$ cat src/design/hvuc_pkg.sv
// Package for the hint section unpack and check block.
// Holds widths, reset values, register indexes, the controller state type and
// the command/status structs shared by hvuc_ctrl, hvuc_dp and the top level.
package hvuc_pkg;

	localparam int unsigned MAX_HINTS_DEF = 80;
	localparam int unsigned MAX_POLYS_DEF = 8;
	localparam int unsigned COEFFS        = 256;
	localparam int unsigned WORD_W        = 64;
	localparam int unsigned WORDS         = COEFFS / WORD_W;
	localparam int unsigned WIDX_W        = $clog2(WORDS);
	localparam int unsigned CNT_W         = 7;
	localparam int unsigned POLY_W        = 3;
	localparam int unsigned PCNT_W        = 4;
	localparam int unsigned CFG_W         = 7;
	localparam int unsigned BYTE_W        = 8;

	localparam logic [PCNT_W-1:0] POLY_COUNT_RST = 4'd6;
	localparam logic [CNT_W-1:0]  HINT_LIMIT_RST = 7'd55;

	localparam logic STATUS_OK  = 1'b0;
	localparam logic STATUS_BAD = 1'b1;

	typedef enum logic [0:0] {
		REG_POLY_COUNT = 1'b0,
		REG_HINT_LIMIT = 1'b1
	} cfg_reg_t;

	typedef enum logic [1:0] {
		ST_IDLE,
		ST_WALK,
		ST_EMIT
	} state_t;

	typedef struct packed {
		logic accept;
		logic scan;
		logic emit;
		logic fail;
	} dp_cmd_t;

	typedef struct packed {
		logic go_walk;
		logic scan_done;
		logic scan_err;
		logic word_last;
	} dp_stat_t;

endpackage

$ cat src/design/hvuc_ctrl.sv
// Controller state machine of the hint section unpack and check block.
// Depends on hvuc_pkg; sequences the datapath hvuc_dp by command and status.
module hvuc_ctrl
	import hvuc_pkg::*;
(
	input  logic     clk,
	input  logic     arst_n,
	input  logic     start,
	input  dp_stat_t stat,
	output logic     busy,
	output dp_cmd_t  cmd
);

	state_t state_q;
	state_t state_nxt;

	always_ff @(posedge clk or negedge arst_n) begin
		if (!arst_n) begin
			state_q <= ST_IDLE;
		end else begin
			state_q <= state_nxt;
		end
	end

	always_comb begin
		state_nxt = state_q;
		cmd       = '0;
		busy      = (state_q != ST_IDLE);
		unique case (state_q)
			ST_IDLE: begin
				cmd.accept = start;
				if (start && stat.go_walk) begin
					state_nxt = ST_WALK;
				end
			end
			ST_WALK: begin
				cmd.scan = 1'b1;
				if (stat.scan_done) begin
					if (stat.scan_err) begin
						cmd.fail  = 1'b1;
						state_nxt = ST_IDLE;
					end else begin
						state_nxt = ST_EMIT;
					end
				end
			end
			ST_EMIT: begin
				cmd.emit = 1'b1;
				if (stat.word_last) begin
					state_nxt = ST_IDLE;
				end
			end
			default: begin
				state_nxt = ST_IDLE;
			end
		endcase
	end

endmodule

$ cat src/design/hvuc_dp.sv
// Datapath of the hint section unpack and check block: config registers,
// position store, section counters, scan pipeline, hint map and result register.
// Depends on hvuc_pkg; driven by hvuc_ctrl.
module hvuc_dp
	import hvuc_pkg::*;
#(
	parameter int unsigned MAX_HINTS = MAX_HINTS_DEF,
	parameter int unsigned MAX_POLYS = MAX_POLYS_DEF
) (
	input  logic              clk,
	input  logic              arst_n,
	input  dp_cmd_t           cmd,
	output dp_stat_t          stat,
	input  logic [BYTE_W-1:0] hint_byte,
	input  logic              first,
	input  logic              cfg_write,
	input  cfg_reg_t          cfg_index,
	input  logic [CFG_W-1:0]  cfg_data,
	output logic              strobe,
	output logic [POLY_W-1:0] poly_index,
	output logic [WIDX_W-1:0] word_index,
	output logic [WORD_W-1:0] hint_bits,
	output logic              status,
	output logic              last,
	output logic              done_res
);

	localparam int unsigned AW = (MAX_HINTS > 1) ? $clog2(MAX_HINTS) : 1;
	localparam logic [CNT_W:0]    HINTS_CAP = (CNT_W + 1)'(MAX_HINTS);
	localparam logic [PCNT_W-1:0] POLYS_CAP = PCNT_W'(MAX_POLYS);
	localparam logic [WIDX_W-1:0] WORD_LAST = WIDX_W'(WORDS - 1);

	logic [PCNT_W-1:0] poly_count_q;
	logic [CNT_W-1:0]  hint_limit_q;
	logic [CNT_W-1:0]  byte_count_q;
	logic [CNT_W-1:0]  prev_end_q;
	logic [POLY_W-1:0] poly_ctr_q;
	logic              rejected_q;

	logic [CNT_W-1:0]  end_q;
	logic [CNT_W-1:0]  scan_end_q;
	logic [CNT_W-1:0]  j_q;
	logic              final_q;
	logic              err_q;
	logic [WIDX_W-1:0] word_q;
	logic [WORDS-1:0][WORD_W-1:0] map_q;
	logic [BYTE_W-1:0] prev_pos_q;

	logic [BYTE_W-1:0] mem [MAX_HINTS];
	logic [BYTE_W-1:0] rdata_s1;
	logic              rd_valid_s1;
	logic              rd_first_s1;
	logic              rd_inmap_s1;

	logic [CNT_W-1:0]  omega;
	logic [PCNT_W-1:0] polys;
	logic [CNT_W-1:0]  bc_eff;
	logic [CNT_W-1:0]  pe_eff;
	logic [POLY_W-1:0] pc_eff;
	logic              rej_eff;
	logic              is_pos;
	logic [CNT_W-1:0]  pidx;
	logic              in_range;
	logic              count_bad;
	logic              is_final;
	logic              store_wr;
	logic              reject_now;
	logic              issue;

	// Effective register values: saturate out-of-range settings.
	always_comb begin
		omega = ({1'b0, hint_limit_q} > HINTS_CAP) ? HINTS_CAP[CNT_W-1:0] : hint_limit_q;
		if (poly_count_q == '0) begin
			polys = PCNT_W'(1);
		end else if (poly_count_q > POLYS_CAP) begin
			polys = POLYS_CAP;
		end else begin
			polys = poly_count_q;
		end
	end

	// Section state as seen by this beat: a first flag clears it.
	assign bc_eff  = first ? '0 : byte_count_q;
	assign pe_eff  = first ? '0 : prev_end_q;
	assign pc_eff  = first ? '0 : poly_ctr_q;
	assign rej_eff = first ? 1'b0 : rejected_q;

	assign is_pos    = (bc_eff < omega);
	assign pidx      = bc_eff - omega;
	assign in_range  = (pidx < CNT_W'(polys));
	assign count_bad = ({1'b0, pe_eff} > hint_byte) || (hint_byte > {1'b0, omega});
	assign is_final  = ((pidx + CNT_W'(1)) == CNT_W'(polys));

	assign store_wr   = cmd.accept && !rej_eff && is_pos;
	assign reject_now = cmd.accept && !rej_eff && !is_pos && in_range && count_bad;
	assign issue      = cmd.scan && (j_q < scan_end_q);

	assign stat.go_walk   = !rej_eff && !is_pos && in_range && !count_bad;
	assign stat.scan_done = (j_q == scan_end_q) && !rd_valid_s1;
	assign stat.scan_err  = err_q;
	assign stat.word_last = (word_q == WORD_LAST);

	// Config and section control state.
	always_ff @(posedge clk or negedge arst_n) begin
		if (!arst_n) begin
			poly_count_q <= POLY_COUNT_RST;
			hint_limit_q <= HINT_LIMIT_RST;
			byte_count_q <= '0;
			prev_end_q   <= '0;
			poly_ctr_q   <= '0;
			rejected_q   <= 1'b0;
			rd_valid_s1  <= 1'b0;
			err_q        <= 1'b0;
			strobe       <= 1'b0;
		end else begin
			if (cfg_write) begin
				unique case (cfg_index)
					REG_POLY_COUNT: poly_count_q <= cfg_data[PCNT_W-1:0];
					REG_HINT_LIMIT: hint_limit_q <= cfg_data[CNT_W-1:0];
					default: ;
				endcase
			end
			if (cmd.accept && first) begin
				byte_count_q <= '0;
				prev_end_q   <= '0;
				poly_ctr_q   <= '0;
				rejected_q   <= 1'b0;
			end
			if (store_wr) begin
				byte_count_q <= bc_eff + CNT_W'(1);
			end
			if (reject_now || cmd.fail) begin
				rejected_q <= 1'b1;
			end
			if (cmd.emit && stat.word_last) begin
				prev_end_q   <= end_q;
				poly_ctr_q   <= poly_ctr_q + POLY_W'(1);
				byte_count_q <= byte_count_q + CNT_W'(1);
			end
			rd_valid_s1 <= issue;
			if (cmd.accept) begin
				err_q <= 1'b0;
			end else if (rd_valid_s1) begin
				if (rd_inmap_s1) begin
					if (!rd_first_s1 && (rdata_s1 <= prev_pos_q)) begin
						err_q <= 1'b1;
					end
				end else if (rdata_s1 != '0) begin
					err_q <= 1'b1;
				end
			end
			strobe <= cmd.emit || reject_now || cmd.fail;
		end
	end

	// Position store: one write port, one registered read port.
	always_ff @(posedge clk) begin
		if (store_wr) begin
			mem[bc_eff[AW-1:0]] <= hint_byte;
		end
		rdata_s1 <= mem[j_q[AW-1:0]];
	end

	// Scan walk, hint map and result payload.
	always_ff @(posedge clk) begin
		if (cmd.accept) begin
			end_q      <= hint_byte[CNT_W-1:0];
			final_q    <= is_final;
			scan_end_q <= is_final ? omega : hint_byte[CNT_W-1:0];
			j_q        <= pe_eff;
			map_q      <= '0;
			word_q     <= '0;
		end
		if (issue) begin
			j_q         <= j_q + CNT_W'(1);
			rd_first_s1 <= (j_q == prev_end_q);
			rd_inmap_s1 <= (j_q < end_q);
		end
		if (rd_valid_s1) begin
			prev_pos_q <= rdata_s1;
			if (rd_inmap_s1) begin
				map_q[rdata_s1[7:6]][rdata_s1[5:0]] <= 1'b1;
			end
		end
		if (cmd.emit) begin
			word_q     <= word_q + WIDX_W'(1);
			poly_index <= poly_ctr_q;
			word_index <= word_q;
			hint_bits  <= map_q[word_q];
			status     <= STATUS_OK;
			last       <= stat.word_last;
			done_res   <= stat.word_last && final_q;
		end else if (reject_now || cmd.fail) begin
			poly_index <= reject_now ? pc_eff : poly_ctr_q;
			word_index <= '0;
			hint_bits  <= '0;
			status     <= STATUS_BAD;
			last       <= 1'b1;
			done_res   <= 1'b1;
		end
	end

	a_bad_ends: assert property (@(posedge clk) disable iff (!arst_n)
		strobe && (status == STATUS_BAD) |-> last && done_res && (hint_bits == '0))
		else $error("malformed result must close the section");

	a_last_word: assert property (@(posedge clk) disable iff (!arst_n)
		strobe && (status == STATUS_OK) |-> (last == (word_index == WORD_LAST)))
		else $error("last must mark word three of a polynomial");

	a_words_run: assert property (@(posedge clk) disable iff (!arst_n)
		strobe && (status == STATUS_OK) && (word_index != WORD_LAST)
		|=> strobe && (status == STATUS_OK)
			&& (word_index == $past(word_index) + WIDX_W'(1)))
		else $error("hint words of one polynomial must follow back to back");

	a_no_store_write_in_scan: assert property (@(posedge clk) disable iff (!arst_n)
		cmd.scan |-> !store_wr && !cfg_write)
		else $error("store or config written during a scan");

endmodule

$ cat src/design/hint_vector_unpack_check.sv
// Hint section unpack and check. Feed the hint section one byte per beat
// (start high while busy is low); raise first on the first byte of each
// signature. The first hint_limit bytes are positions and are taken while
// busy stays low. Each following count byte is accepted, then walks the
// position store through a single registered read port, one stored entry
// per cycle, over the positions of this polynomial (and on the final
// polynomial also over the unused tail, which must be zero). After the last
// read the read data is registered, then the order and tail check is
// registered. Then it puts out the four 64-bit words of the hint map in
// order. A malformed count is rejected at once with a single result, a
// malformed position order or tail after the walk. Results appear on the
// strobe for exactly one cycle each and cannot be stalled: the receiver must
// take every beat. The user must write configuration (poly_count at index 0,
// hint_limit at index 1) only while the block is idle; the block itself does
// not enforce it. The position store has no reset; it holds whatever was
// last written.
module hint_vector_unpack_check
	import hvuc_pkg::*;
#(
	parameter int unsigned MAX_HINTS = MAX_HINTS_DEF,
	parameter int unsigned MAX_POLYS = MAX_POLYS_DEF
) (
	input  logic              clk,
	input  logic              arst_n,
	// input beats
	input  logic              start,
	output logic              busy,
	input  logic [BYTE_W-1:0] hint_byte,
	input  logic              first,
	// configuration writes
	input  logic              cfg_write,
	input  cfg_reg_t          cfg_index,
	input  logic [CFG_W-1:0]  cfg_data,
	// result beats
	output logic              strobe,
	output logic [POLY_W-1:0] poly_index,
	output logic [WIDX_W-1:0] word_index,
	output logic [WORD_W-1:0] hint_bits,
	output logic              status,
	output logic              last,
	output logic              done_res
);

	dp_cmd_t  cmd;
	dp_stat_t stat;

	// Controller: accept beats, run the store walk, drive the four word beats.
	hvuc_ctrl u_ctrl (
		.clk    (clk),
		.arst_n (arst_n),
		.start  (start),
		.stat   (stat),
		.busy   (busy),
		.cmd    (cmd)
	);

	// Datapath: store positions, check ordering and tail, build the hint map.
	hvuc_dp #(
		.MAX_HINTS (MAX_HINTS),
		.MAX_POLYS (MAX_POLYS)
	) u_dp (
		.clk        (clk),
		.arst_n     (arst_n),
		.cmd        (cmd),
		.stat       (stat),
		.hint_byte  (hint_byte),
		.first      (first),
		.cfg_write  (cfg_write),
		.cfg_index  (cfg_index),
		.cfg_data   (cfg_data),
		.strobe     (strobe),
		.poly_index (poly_index),
		.word_index (word_index),
		.hint_bits  (hint_bits),
		.status     (status),
		.last       (last),
		.done_res   (done_res)
	);

endmodule
$ cat config.mk
export PLATFORM = sky130hd
export DESIGN_NAME = hint_vector_unpack_check
export DESIGN_NICKNAME = d
export VERILOG_FILES = /design/src/design/hvuc_pkg.sv /design/src/design/hvuc_ctrl.sv /design/src/design/hvuc_dp.sv /design/src/design/hint_vector_unpack_check.sv
export SDC_FILE = /design/constraint.sdc
export NUM_CORES = 1
export LEC_CHECK = 0
export BUFFER_PORTS_ARGS = -buffer_cell sky130_fd_sc_hd__buf_2
export CAP_MARGIN = 20
export CORE_MARGIN = 8
export CORE_UTILIZATION = 56
export CTS_BUF_LIST = sky130_fd_sc_hd__clkbuf_8
export CTS_CLUSTER_SIZE = 14
export DETAILED_ROUTE_END_ITERATION = 12
export GPL_ROUTABILITY_DRIVEN = 1
export PLACE_DENSITY = 0.83
export SLEW_MARGIN = 30
export SYNTH_ARGS = -nofsm -noshare
export SYNTH_HDL_FRONTEND = slang
export SYNTH_SLANG_ARGS = --single-unit
$ cat constraint.sdc
create_clock -name clk -period 14.25 [get_ports clk]
set_input_delay 2.85 -clock clk [delete_from_list [all_inputs] [get_ports clk]]
set_output_delay 2.85 -clock clk [all_outputs]
set_load 0.01 [all_outputs]
Word level (Yosys, flattened, before mapping)
Memories as Yosys holds them, arrays and structs flattened. A register that Yosys moved wholly into a read port is not among the register bits.
Cells that the tools add are included.
{"block": "word_totals", "in_bits": 21, "ram_bits": 640, "memories": 1, "reg_bits": 396, "elab_cells": 161}
{"memory": "u_dp.mem", "depth": 80, "width": 8, "read_ports": 1, "rd_ports_with_merged_regs": 1, "wr": 1, "line_no": "hvuc_dp.sv:49", "text": "logic [BYTE_W-1:0] mem [MAX_HINTS];"}
{"block": "classes", "magnitude_cmp": 14, "muxes": 57, "bitwise_logic": 2, "n_addsub": 7, "n_eq_ne": 10, "n_reduce_logical": 42}
{"op": "two-way mux 256 bit", "count": 3}
{"op": "two-way mux 64 bit", "count": 4}
{"op": "OR 256 bit", "count": 1}
{"op": "binary-select mux 64 bit (select 2 bit)", "count": 1}
{"op": "demux 64 bit (select 2 bit)", "count": 1}
{"op": "two-way mux 7 bit", "count": 10}
{"op": "adder 7 x 1 -> 7 bit, second input constant", "count": 4}
{"op": "< comparator 7 bit", "count": 3}
{"op": "two-way mux 1 bit", "count": 20}
{"op": "two-way mux 3 bit", "count": 6}
{"op": "logical AND 1 bit", "count": 17}
{"op": "two-way mux 2 bit", "count": 8}
{"op": "== test 7 bit", "count": 2}
{"op": "nonzero test 2 bit", "count": 7}
{"op": "> comparator 7 x 8 -> 1 bit", "count": 1}
{"op": "> comparator 8 x 7 -> 1 bit", "count": 1}
{"op": "<= comparator 8 bit", "count": 1}
{"op": "two-way mux 4 bit", "count": 2}
{"op": "nonzero test 8 bit", "count": 1}
{"op": "== test 7 x 4 -> 1 bit", "count": 1}
{"op": "> comparator 7 bit, second input constant", "count": 1}
{"op": "< comparator 6 x 7 -> 1 bit, second input constant", "count": 1}
{"op": "< comparator 7 x 4 -> 1 bit", "count": 1}
{"op": "subtractor 7 bit", "count": 1}
{"op": "other kinds (21)", "count": 34}

Logic depth before layout (Yosys ltp)
{"block": "logic_depth", "depth_word": 10, "ltp_mapped": 13}

By module
Synthesis repeated with hierarchy kept, for this count alone.
{"block": "hier_totals", "hier_cells": 2442, "area_unflattened_um2": 41675.0}
{"mod": "hvuc_dp", "area_each_um2": 41556.1, "n_inst": 1, "cells_each": 2428}
{"mod": "hvuc_ctrl", "area_each_um2": 118.9, "n_inst": 1, "cells_each": 14}

Least setup slack after synthesis
OpenSTA, ideal clock, no wires.
{"block": "synth_path", "kind": "input port to flip-flop", "start": "input first", "end": "register u_dp.done_res, enable pin", "slack_ns": 6.706, "cell_stages": 13, "t_arrival_ns": 6.629, "setup_ns": 0.915, "cell_sequence": "clkbuf_1 > nand2b_1 > ha_1 > fa_1 > xor2_1 > inv_1 > ha_1 > o21ai_0 > nand2b_1 > a211oi_1 > o2111a_1 > nand2_1 > nand3_1"}
{"block": "synth_between", "elab_chain_len": 8, "word_cells_on_any_way": 16, "classes_between": "add/sub: 1; order compare: 3; mux: 3; reduce/logical: 9"}
{"element": "from (decl)", "line_no": "hint_vector_unpack_check.sv:29", "text": "input logic first,"}
{"element": "parallel branches: the longest is 5 deep, another holds subtractor 7 bit"}
{"element": "logical AND 1 bit *", "line_no": "hvuc_dp.sv:95", "text": "assign reject_now = cmd.accept && !rej_eff && !is_pos && in_range && count_bad;"}
{"element": "logical OR 1 bit *", "line_no": "hvuc_dp.sv:193", "text": "end else if (reject_now || cmd.fail) begin"}
{"element": "nonzero test 2 bit (no source line) *"}
{"element": "to (signal assigned)", "line_no": "hvuc_dp.sv:192", "text": "done_res <= stat.word_last && final_q;"}
{"element": "to (decl)", "line_no": "hvuc_dp.sv:25", "text": "output logic done_res"}
Every way passes the cells marked *.
A chain may end at the register's enable or synchronous reset.

Worst setup path in the final report
{"block": "layout_path", "start": "input first", "end": "memory u_dp.mem[35][5], enable pin"}
{"block": "layout_between", "elab_chain_len": 6, "word_cells_on_any_way": 8, "classes_between": "order compare: 1; mux: 4; reduce/logical: 3"}
{"element": "parallel branches: the longest is 6 deep, another holds < comparator 7 bit"}
{"element": "to (decl)", "line_no": "hvuc_dp.sv:49"}
Parallel ways; which one is timed is not known.

==> flow_summary.json <==
{
  "status": "completed",
  "post-route-period-util_pct": 49.3,
  "rsz0062_at_grt": "no",
  "cts_buffers": 158,
  "ir_drop_mv": 0.162,
  "drive_above_1_share_pct": 22.0,
  "viasPerCell": 6.42,
  "ioPinCount": 95,
  "tightest_slew_ns": 1.05,
  "gp_congestion": 0.905,
  "wl_met1_um": 37200,
  "initial_utilization_pct": 56.3,
  "drv_slew": 0,
  "rows": 100,
  "synth_area_leaders": "edfxtp_1, mux4_2, dfxtp_1",
  "path_cells": "buf_2 -> nor2b_1 -> ha_1 -> and2_1 -> a221oi_1 -> a21oi_1 -> o21a_1 -> nor3_2 -> nand3_1 -> nor2_1",
  "start_kind": "input port",
  "worstPathRequired_ns": 14.67,
  "endpoint_kind": "register",
  "worst_ep_arrival_time_ns": 7.45,
  "yosys_warnings": 0,
  "cp_max_fo": 23,
  "clockBufferDepth": 3,
  "cts_tree": "done",
  "setup_viol": 0,
  "drc_errors": 0,
  "hold_viol_final": 0,
  "postLayoutCellArea_um2": 46200,
  "portBuffers": 94,
  "wl_um": 102000,
  "ys_seq_elements": 1044,
  "post_cts_buffers": 0,
  "drv_cap": 0,
  "routedWlPerCell_um": 26.4,
  "vias": 24800,
  "synth_edf_count": 745,
  "dieArea_um2": 83500,
  "clkLatencyLatePin_ns": 0.81,
  "routed.top_layer": "met5",
  "yosysTopAreaCellShare_pct": 53.6,
  "ys.flop_type": "edfxtp_1",
  "finalWorstPathRequiredPeriod_ns": 7.03,
  "syn-instance-count": 2628,
  "antenna_found_initial": 2,
  "synth_most_common_cell": "edfxtp_1",
  "grt_pass1_vias": 24800,
  "p_leak_uw": 0.0161,
  "maxClockFrequency_mhz": 142,
  "worstSetupPathType": "input port to register",
  "cts_sinks": 1044,
  "route.met2.wl_um": 50300,
  "placed_cell_area_um2": 43100,
  "grt_pass1_wl_um": 153000,
  "synth_largest_area_cell": "edfxtp_1",
  "pwr_density_cell_nw_per_um2": 188,
  "slew-limit-headroom_pct": 29.8,
  "h-tree-depth": 4,
  "tns_ns": 0,
  "grt_usage_pct": 24.4,
  "die-width_um": 289,
  "clk_pin_slew_ns": 0.06,
  "critPathSlowestCell": "nand3_1",
  "grt_max_degree": 162,
  "syn_area_um2": 41700,
  "syn_nets": 2702,
  "drt-pass1-iter-count": 6,
  "drt_iter0_drc": 3097,
  "synth.yosys.seq_area_share_pct": 68.4,
  "place_ws_ns": 6.56,
  "async_reset_ff_share_pct": 3.26,
  "chipHeight_um": 289,
  "holdBufCountCts": 0,
  "crit_path_max_incr_delay_ns": 0.96,
  "area_delta_synth_final_pct": 10.7,
  "fin_ws_ns": 7.22,
  "core_area_um2": 74100,
  "yosysUniqueCellTypes": 61,
  "dp_hpwl_um": 63300,
  "wl_met3_um": 10500,
  "nNetsFinal": 2840,
  "post_cts_resized": 0,
  "grt_overflow_total": 0,
  "fin_skew_ns": 0.0435,
  "hold_path_class": "register to register",
  "synth_area_per_cell_um2": 15.9,
  "synth_commonest_cells": "edfxtp_1, nand2_1, dfxtp_1",
  "antenna_left": 0,
  "clockRootBuffer": "clkbuf_8"
}
stage by stage:
step,hold WS (ns),std cells,utilization (%),power (uW)
2_1_floorplan,0.406,2628,-,5650
3_3_place_gp,0.428,3572,58.1,6190
3_5_place_dp,0.436,3574,58.1,6370
4_1_cts,0.450,3862,62.3,8700
5_1_grt,0.479,3864,62.3,9060
6_report,0.448,3864,62.3,8690
final timing paths:
kind | from | to | slack [ns] | cells past startpoint
max in group asynchronous | arst_n | u_dp.prev_end_q[6] | 11.56 | 1
worst min-delay path | u_dp.map_q[162] | u_dp.map_q[162] | 0.45 | 2
worst max register to register | u_ctrl.state_q[0] | u_dp.mem[35][5] | 8.62 | 7
worst min register to register | u_dp.map_q[162] | u_dp.map_q[162] | 0.45 | 2
worst max-delay path | first | u_dp.mem[35][5] | 7.22 | 10
min in group asynchronous | arst_n | u_ctrl.state_q[0] | 2.15 | 1
registers in the layout, summed over array words and instances (netlist names), 2 cells and up:
register / count
u_dp.scan_end_q: 7
u_dp.word_index: 2
u_dp.hint_limit_q: 7
u_dp.map_q: 256
u_dp.byte_count_q: 7
u_dp.poly_count_q: 4
u_dp.rdata_s1: 8
u_dp.mem: 640
u_dp.hint_bits: 64
u_dp.end_q: 7
u_dp.prev_end_q: 7
u_dp.prev_pos_q: 8
u_dp.j_q: 7
u_dp.poly_ctr_q: 3
u_ctrl.state_q: 2
u_dp.poly_index: 3
u_dp.word_q: 2
area by class of cell:
type / instances / area, um^2
Fill cell: 4964 / 27900
Inverter: 52 / 195
Multi-Input combinational cell: 1382 / 12400
Clock inverter: 108 / 568
Timing Repair Buffer: 128 / 777
Tap cell: 969 / 1210
Sequential cell: 1044 / 28500
Clock buffer: 180 / 2480
Antenna cell: 1 / 2.50
where the power goes:
group          internal (uW)  switching [uW]  leakage (uW)  total (uW)
sequential              3670             305       0.00930        3970
clock                   1190            1160       0.00176        2340
combinational           1070            1310       0.00500        2370
total                   5920            2770        0.0161        8690
worst max-delay path: cells and delay by family:
| family | cells | cell delay, ns |
|---|---|---|
| compound gates | 3 | 0.83 |
| simple gates | 5 | 3.13 |
| fa+ha+maj | 1 | 0.37 |
| buf+inv | 1 | 0.24 |
per-layer routing:
layer,vias up,global-route usage [%]
met4,2,10.6
met3,264,5.40
met1,12400,31.6
li1,10400,-
met5,-,0
met2,1747,40.0
logic make-up after synthesis:
| family | Yosys count | share of synthesized area (%) |
|---|---|---|
| AO/OA/AOI/OAI | 375 | 5.53 |
| XOR/XNOR | 23 | 0.483 |
| buffers and inverters | 202 | 2.12 |
| AND/OR/NAND/NOR | 628 | 6.98 |
| flip-flops | 1044 | 68.4 |
| multiplexers | 303 | 14.9 |
| adder cells (fa/ha/maj) | 53 | 1.61 |
cell usage in the layout, fill, tap and decap left out, types with 28 or more instances in the layout:
cell      count
clkbuf_8    180
ha_1         52
buf_2        94
nand3_1      28
edfxtp_1    745
inv_1       104
nor2_1      124
and2_1       74
dfxtp_1     265
mux4_2      243
mux2i_1      36
nand2_1     284
a22o_1       68
o21ai_0     217
No activity file was read; power rests on OpenSTA's default activity.
